**src/hw/rtl/rrls_pkg.sv**
```systemverilog
// Shared types and constants for the request/reply link sequencer.
// Holds item structs, action and event codes, register indexes and reset values.
// No dependencies.
package rrls_pkg;

  localparam int unsigned TIMER_W    = 16;
  localparam int unsigned ADDR_W     = 8;
  localparam int unsigned DATA_W     = 16;
  localparam int unsigned CFG_IDX_W  = 1;
  localparam int unsigned CFG_DATA_W = 16;

  localparam logic [TIMER_W-1:0] REPLY_TIMEOUT_RST = 16'd2000;
  localparam logic [TIMER_W-1:0] STALE_TIMEOUT_RST = REPLY_TIMEOUT_RST + 16'd500;

  localparam logic [CFG_IDX_W-1:0] CFG_REPLY_TIMEOUT = 1'd0;
  localparam logic [CFG_IDX_W-1:0] CFG_STALE_TIMEOUT = 1'd1;

  typedef enum logic [1:0] {
    ACT_TICK  = 2'd0,
    ACT_PROC  = 2'd1,
    ACT_SEND  = 2'd2,
    ACT_FRAME = 2'd3
  } action_t;

  typedef enum logic [3:0] {
    EV_NONE          = 4'd0,
    EV_PENDING       = 4'd1,
    EV_INVALID_STATE = 4'd2,
    EV_PROTOCOL_RST  = 4'd3,
    EV_NOTIFIED      = 4'd4,
    EV_REPLY_SENT    = 4'd5,
    EV_REPLY_RIGHT   = 4'd6,
    EV_REPLY_WRONG   = 4'd7,
    EV_REPLY_TIMEOUT = 4'd8,
    EV_NOT_NEEDED    = 4'd9,
    EV_IGNORED       = 4'd10
  } event_t;

  typedef struct packed {
    action_t             action;
    logic                frame_is_request;
    logic                frame_is_reply;
    logic                reply_wanted_by_peer;
    logic                reply_is_right;
    logic                requires_reply;
    logic [ADDR_W-1:0]   peer_address;
    logic [DATA_W-1:0]   payload;
    logic [DATA_W-1:0]   app_reply_value;
  } in_item_t;

  typedef struct packed {
    event_t              event_code;
    logic [ADDR_W-1:0]   out_address;
    logic [DATA_W-1:0]   out_payload;
    logic                out_requires_reply;
    logic [2:0]          state_now;
  } out_item_t;

  typedef struct packed {
    logic     valid;
    in_item_t item;
  } in_stage_t;

  typedef struct packed {
    logic      valid;
    out_item_t item;
  } res_stage_t;

endpackage

```
**src/hw/rtl/rrls_core.sv**
```systemverilog
// Sequencer core: state, timers, held frame data, timeout registers.
// Next state and result are worked out in one pass from the input register.
// Depends on rrls_pkg.
module rrls_core
  import rrls_pkg::*;
(
  input  logic                  clk,
  input  logic                  rst_n,
  input  logic                  cfg_we,
  input  logic [CFG_IDX_W-1:0]  cfg_index,
  input  logic [CFG_DATA_W-1:0] cfg_data,
  input  in_stage_t             stage,
  input  logic                  out_free,
  output logic                  take,
  output res_stage_t            res
);

  typedef enum logic [2:0] {
    ST_INITIAL      = 3'd0,
    ST_WAIT_REQUEST = 3'd1,
    ST_WAIT_REPLY   = 3'd2,
    ST_GOT_REQUEST  = 3'd3,
    ST_GOT_REPLY    = 3'd4,
    ST_SENT_REQUEST = 3'd5,
    ST_SENT_REPLY   = 3'd6
  } state_t;

  localparam logic [TIMER_W-1:0] TIMER_MAX = '1;

  state_t              link_state_r, link_state_nxt, cur_state;
  logic [TIMER_W-1:0]  state_age_r, state_age_nxt;
  logic [TIMER_W-1:0]  reply_wait_age_r, reply_wait_age_nxt;
  logic                expect_reply_r, expect_reply_nxt;
  logic [ADDR_W-1:0]   held_address_r, held_address_nxt;
  logic [DATA_W-1:0]   held_payload_r, held_payload_nxt;
  logic                held_wants_reply_r, held_wants_reply_nxt;
  logic                held_reply_right_r, held_reply_right_nxt;
  logic [TIMER_W-1:0]  reply_to_r, stale_to_r;
  logic                moved;
  in_item_t            it;
  out_item_t           o;

  assign it   = stage.item;
  assign take = stage.valid && out_free;

  always_comb begin
    link_state_nxt       = link_state_r;
    state_age_nxt        = state_age_r;
    reply_wait_age_nxt   = reply_wait_age_r;
    expect_reply_nxt     = expect_reply_r;
    held_address_nxt     = held_address_r;
    held_payload_nxt     = held_payload_r;
    held_wants_reply_nxt = held_wants_reply_r;
    held_reply_right_nxt = held_reply_right_r;
    cur_state            = link_state_r;
    moved                = 1'b0;
    o                    = '0;
    o.event_code         = EV_NONE;

    unique case (it.action)
      ACT_TICK: begin
        if (state_age_r != TIMER_MAX) state_age_nxt = state_age_r + 1'b1;
        if (reply_wait_age_r != TIMER_MAX) reply_wait_age_nxt = reply_wait_age_r + 1'b1;
      end
      ACT_PROC: begin
        // Stale state forces initial first, then initial is handled below
        if (state_age_r > stale_to_r) begin
          cur_state      = ST_INITIAL;
          link_state_nxt = ST_INITIAL;
          moved          = 1'b1;
        end
        unique case (cur_state)
          ST_INITIAL: begin
            o.event_code   = EV_PROTOCOL_RST;
            link_state_nxt = ST_WAIT_REQUEST;
            moved          = 1'b1;
          end
          ST_WAIT_REPLY: begin
            if (reply_wait_age_r > reply_to_r) begin
              o.event_code   = EV_REPLY_TIMEOUT;
              link_state_nxt = ST_INITIAL;
              moved          = 1'b1;
            end
          end
          ST_GOT_REQUEST: begin
            o.out_address = held_address_r;
            moved         = 1'b1;
            if (!held_wants_reply_r) begin
              o.event_code   = EV_NOTIFIED;
              o.out_payload  = held_payload_r;
              link_state_nxt = ST_INITIAL;
            end else begin
              o.event_code   = EV_REPLY_SENT;
              o.out_payload  = it.app_reply_value;
              link_state_nxt = ST_SENT_REPLY;
            end
          end
          ST_GOT_REPLY: begin
            if (held_reply_right_r) begin
              o.event_code  = EV_REPLY_RIGHT;
              o.out_payload = held_payload_r;
            end else begin
              o.event_code  = EV_REPLY_WRONG;
            end
            link_state_nxt = ST_INITIAL;
            moved          = 1'b1;
          end
          ST_SENT_REQUEST: begin
            moved = 1'b1;
            if (!expect_reply_r) begin
              o.event_code   = EV_NOT_NEEDED;
              link_state_nxt = ST_INITIAL;
            end else begin
              link_state_nxt     = ST_WAIT_REPLY;
              reply_wait_age_nxt = '0;
            end
          end
          ST_SENT_REPLY: begin
            link_state_nxt = ST_INITIAL;
            moved          = 1'b1;
          end
          default: begin
            // wait request, and the unused code: hold
          end
        endcase
      end
      ACT_SEND: begin
        if (link_state_r != ST_WAIT_REQUEST) begin
          o.event_code = EV_INVALID_STATE;
        end else begin
          o.event_code         = EV_PENDING;
          o.out_address        = it.peer_address;
          o.out_payload        = it.payload;
          o.out_requires_reply = it.requires_reply;
          expect_reply_nxt     = it.requires_reply;
          link_state_nxt       = ST_SENT_REQUEST;
          moved                = 1'b1;
        end
      end
      ACT_FRAME: begin
        if (link_state_r == ST_WAIT_REQUEST && it.frame_is_request) begin
          held_address_nxt     = it.peer_address;
          held_payload_nxt     = it.payload;
          held_wants_reply_nxt = it.reply_wanted_by_peer;
          link_state_nxt       = ST_GOT_REQUEST;
          moved                = 1'b1;
        end else if (link_state_r == ST_WAIT_REPLY && it.frame_is_reply) begin
          held_address_nxt     = it.peer_address;
          held_payload_nxt     = it.payload;
          held_reply_right_nxt = it.reply_is_right;
          link_state_nxt       = ST_GOT_REPLY;
          moved                = 1'b1;
        end else begin
          o.event_code = EV_IGNORED;
        end
      end
      default: begin
      end
    endcase

    if (moved) state_age_nxt = '0;
    o.state_now = link_state_nxt;
  end

  assign res.valid = take;
  assign res.item  = o;

  always_ff @(posedge clk) begin
    if (!rst_n) begin
      link_state_r       <= ST_INITIAL;
      state_age_r        <= '0;
      reply_wait_age_r   <= '0;
      expect_reply_r     <= 1'b0;
      held_address_r     <= '0;
      held_payload_r     <= '0;
      held_wants_reply_r <= 1'b0;
      held_reply_right_r <= 1'b0;
    end else if (take) begin
      link_state_r       <= link_state_nxt;
      state_age_r        <= state_age_nxt;
      reply_wait_age_r   <= reply_wait_age_nxt;
      expect_reply_r     <= expect_reply_nxt;
      held_address_r     <= held_address_nxt;
      held_payload_r     <= held_payload_nxt;
      held_wants_reply_r <= held_wants_reply_nxt;
      held_reply_right_r <= held_reply_right_nxt;
    end
  end

  always_ff @(posedge clk) begin
    if (!rst_n) begin
      reply_to_r <= REPLY_TIMEOUT_RST;
      stale_to_r <= STALE_TIMEOUT_RST;
    end else if (cfg_we) begin
      unique case (cfg_index)
        CFG_REPLY_TIMEOUT: reply_to_r <= cfg_data;
        CFG_STALE_TIMEOUT: stale_to_r <= cfg_data;
        default: begin
        end
      endcase
    end
  end

`ifndef SYNTHESIS
  a_state_hold: assert property (@(posedge clk) disable iff (!rst_n)
    !take |=> $stable(link_state_r) && $stable(state_age_r))
    else $error("sequencer state moved without an item");

  a_state_reported: assert property (@(posedge clk) disable iff (!rst_n)
    take |=> link_state_r == $past(res.item.state_now))
    else $error("reported state differs from stored state");

  a_send_accepted: assert property (@(posedge clk) disable iff (!rst_n)
    take && it.action == ACT_SEND && link_state_r == ST_WAIT_REQUEST
    |=> link_state_r == ST_SENT_REQUEST && state_age_r == '0)
    else $error("send in wait request did not reach sent request");

  a_wait_entry: assert property (@(posedge clk) disable iff (!rst_n)
    take && it.action == ACT_PROC && link_state_r == ST_SENT_REQUEST && expect_reply_r
    && !(state_age_r > stale_to_r) |=> link_state_r == ST_WAIT_REPLY && reply_wait_age_r == '0)
    else $error("reply wait timer not cleared on entering wait reply");
`endif

endmodule

```
**config.mk**
```make
export PLATFORM = sky130hd
export DESIGN_NAME = rrls_core
export DESIGN_NICKNAME = d
export VERILOG_FILES = /design/src/hw/rtl/rrls_pkg.sv /design/src/hw/rtl/rrls_core.sv
export SDC_FILE = /design/constraint.sdc
export NUM_CORES = 1
export LEC_CHECK = 0
export BUFFER_PORTS_ARGS = -buffer_cell sky130_fd_sc_hd__buf_2
export CAP_MARGIN = 20
export CORE_MARGIN = 2
export CORE_UTILIZATION = 50
export CTS_BUF_LIST = sky130_fd_sc_hd__clkbuf_4 sky130_fd_sc_hd__clkbuf_8
export DETAILED_ROUTE_END_ITERATION = 16
export GPL_TIMING_DRIVEN = 0
export PLACE_DENSITY = 0.78
export SLEW_MARGIN = 10
export SYNTH_ARGS = -nofsm -noshare
export SYNTH_HDL_FRONTEND = slang
export SYNTH_SLANG_ARGS = --single-unit
```
**constraint.sdc**
```tcl
create_clock -name clk -period 4.1 [get_ports clk]
set_input_delay 1.23 -clock clk [delete_from_list [all_inputs] [get_ports clk]]
set_output_delay 1.23 -clock clk [all_outputs]
set_load 0.1 [all_outputs]
```
==> metrics <==
RD Place Congestion 0.918; Clk pwr share roughly 33%; Via Count 5666; min Tclk post-route 4300 ps; Flop pwr share 50.4%; CTS root buf clkbuf_8; Crit path top cell by count buf_12; Combinational Power Share 16.9%; hold buffers post-CTS 0; critical path class register to output pin; dpl hpwl around 12000 µm; status finished with violations; CP startpoint kind register; Pwr Density 255 nW/µm²; largest net degree at the start of global routing 18; CP arrival between 3000 and 4000 ps; Ports between 100 and 150; Final Skew 14.3 ps; TritonCTS clock tree built; failing checks negative setup slack; Die Width about 110 µm; Fin. Hold Viols 0; peak supply drop between 0.00015 and 0.0002 V; gr ovfl total 0; die height 110 µm; Worst-path clk slew 100 ps; Synth Register Bits 94; top cells by area, synth dfxtp_1 (34%), nand2_1 (9.1%), ha_1 (8.5%), a21boi_0 (6.3%), a21oi_1 (3.8%); post-synthesis async set-or-reset flop share 0%; Layout area overhead 31.3%; Initial DRC Count 272; Syn. warnings 0; ratio of cells with drive above 1 in the final layout 26.9%; Setup TNS -2960 ps; vias per cell 5.79; Global Route Usage Sum slightly below 30%; Netlist cell types 60; fin. max-slew vios 0; met2 usage 49.6%; DRC viols 0; Leak 2.87 nW; total chip power 1.87 mW; Antenna diodes 0; busiest grt layer met2; Post-DRT Antenna Nets 0; total CTS buffers 9; M3 GR Usage 6.22%; slew margin rel. between 50 and 60%; clk_lat worst skew 380 ps; Max Cap Violations 0; final worst-path cycle share 105%; Net Switching 0.590 mW; vias in the first global route 5826; WL final 17200 µm; CP Data Required Time 2870 ps; core area 10900 µm²; top-count cell post-synth nand2_1; fill cell count 883; Max Fclk 232 MHz; Synth area leader dfxtp_1; CP max stage cell a221o_4; Setup-failing EPs final 17; nets 941; Synth Cell Area 5600 µm²; area of the multi-input gates roughly 3700 µm²; Initial Util roughly 50%; P_int 1.28 mW; main flop type after synthesis dfxtp_1; final std cells w/o fill 979; met1 Track Usage GR between 30% and 40%; htree depth 3; most frequent cells after synthesis nand2_1 (136), dfxtp_1 (94), a21boi_0 (47); # rows 38; Critical Path, Cell by Cell inv_2 > ha_4 > nand4_4 > nor4_4 > buf_4 > a21bo_4 > nand3_4 > a2111oi_4 > and2_1 > buf_6 > buf_12 > a221o_4 > buf_12; initial antenna violation count 0; Max Root-Sink Buffers 2; number of synthesized flops with an enable pin 0; total nets after synthesis 816; worst setup margin -202 ps; placed insts 951; Seq/Total Area, Yosys between 30% and 40%; IO Port Bufs 102; RSZ-0062 raised after global routing yes; wire per inst 17.6 µm; syn avg cell area 7.89 µm²; Worst path max stage delay 400 ps; Sw Share 31.5%; worst-margin pin slew around 740 ps; top cell type's share of synthesized area about a third; Die Area 12100 µm²; cells after synthesis 709; worst hold path type register to register; worst-path fanout max 5; first-pass GRT wire length 27400 µm; Register Area 1900 µm²; crit end category output pin; number of clock sinks 94; drt pass-1 iters 4
==> flip-flops by register name, indices dropped and copies added, names as in the netlist <==
register            cells
held_address_r          8
link_state_r            3
state_age_r            16
expect_reply_r          1
stale_to_r             16
held_reply_right_r      1
reply_to_r             16
held_wants_reply_r      1
reply_wait_age_r       16
held_payload_r         16
==> critical path: cells and delay by family (launching register included) <==
family / cells / cell delay, ps
AOI/OAI and AO/OA: 3 / 720
buffers and inverters: 5 / 660
and+or+nand+nor: 4 / 660
DFF: 1 / 350
adders and majority gates: 1 / 270
==> power groups by stage <==
| stage | clock (mW) | combinational (mW) | sequential [mW] |
|---|---|---|---|
| 5_1_grt | 0.649 | 0.340 | 0.945 |
| 3_3_place_gp | 0 | 0.276 | 0.962 |
| 3_5_place_dp | 0 | 0.284 | 0.963 |
| 2_1_floorplan | 0 | 0.194 | 0.960 |
| 6_report | 0.612 | 0.317 | 0.943 |
| 4_1_cts | 0.615 | 0.299 | 0.943 |
==> cell usage in the layout, fill, tap and decap left out, drive strengths merged, types with 2 or more instances in the layout <==
cell and n:
and3 15, a221o 18, mux2i 2, a2111oi 2, or4 9, nor3b 3
o21a 2, a21boi 47, o31ai 10, clkinv 2, nand2b 2, xor2 6
or3 3, clkinvlp 2, inv 48, nor4 4, a21oi 43, nand3 18
o211ai 12, buf 123, a22o 8, a211oi 2, nand2 136, and2 24
dfxtp 94, nor3 9, a31oi 4, nand4 16, ha 38, a21bo 3
o21ai 22, and4 3, nor2 38, a21o 2, xnor2 10, nor2b 7
clkbuf 40
==> kinds of logic after synthesis <==
| family | synth area share, % |
|---|---|
| buffers and inverters | 6.13 |
| adders and majority gates | 8.50 |
| xor gates and xnor gates | 2.50 |
| DFF | 33.6 |
| muxes | 0.358 |
| and+or+nand+nor | 25.3 |
| AOI/OAI and AO/OA | 23.6 |
==> routing by layer <==
layer / vias to the layer above / wire (µm)
li1: 2746 / -
met1: 2694 / 7340
met2: 191 / 8470
met3: 35 / 1030
met4: 0 / 376
met5: - / 0
==> worst paths after layout <==
kind	cells after the start	end	slack, ps	start
setup / recovery	13	res[11]	-200	stale_to_r[12]$_SDFFE_PN0P_
hold / removal	2	reply_to_r[2]$_SDFFE_PN0P_	470	reply_to_r[2]$_SDFFE_PN0P_
setup reg to reg	12	state_age_r[11]$_SDFFE_PN0P_	1030	stale_to_r[12]$_SDFFE_PN0P_
hold reg to reg	2	reply_to_r[2]$_SDFFE_PN0P_	470	reply_to_r[2]$_SDFFE_PN0P_
==> layout make-up <==
cell class                      count  area share (%)
Buffer                             37            2.76
Clock buffer                       10            1.79
Clock inverter                      6           0.715
Inverter                           46            2.42
Multi-Input combinational cell    530            50.6
Sequential cell                    94            25.9
Tap cell                          140            2.38
Timing Repair Buffer              116            13.5
==> through the flow <==
stage	setup WS [ps]	area (µm²)	utilization [%]	hold WS, ps
3_3_place_gp	-652	6490	59.7	451
4_1_cts	-264	7180	66.0	472
5_1_grt	-314	7350	67.5	491
3_5_place_dp	-654	6490	59.7	459
6_report	-202	7350	67.5	469
2_1_floorplan	-396	5810	-	443
==> timing repair <==
item                                    4_1_cts  5_1_grt
pin swaps                                    19        6
buffers inserted                              8        5
endpoints found under the hold margin         0        0
resized for setup                           120       36
endpoints found under the setup margin       31       31
cloned                                        1        0
Note: power is estimated with default switching activity, not from simulation.
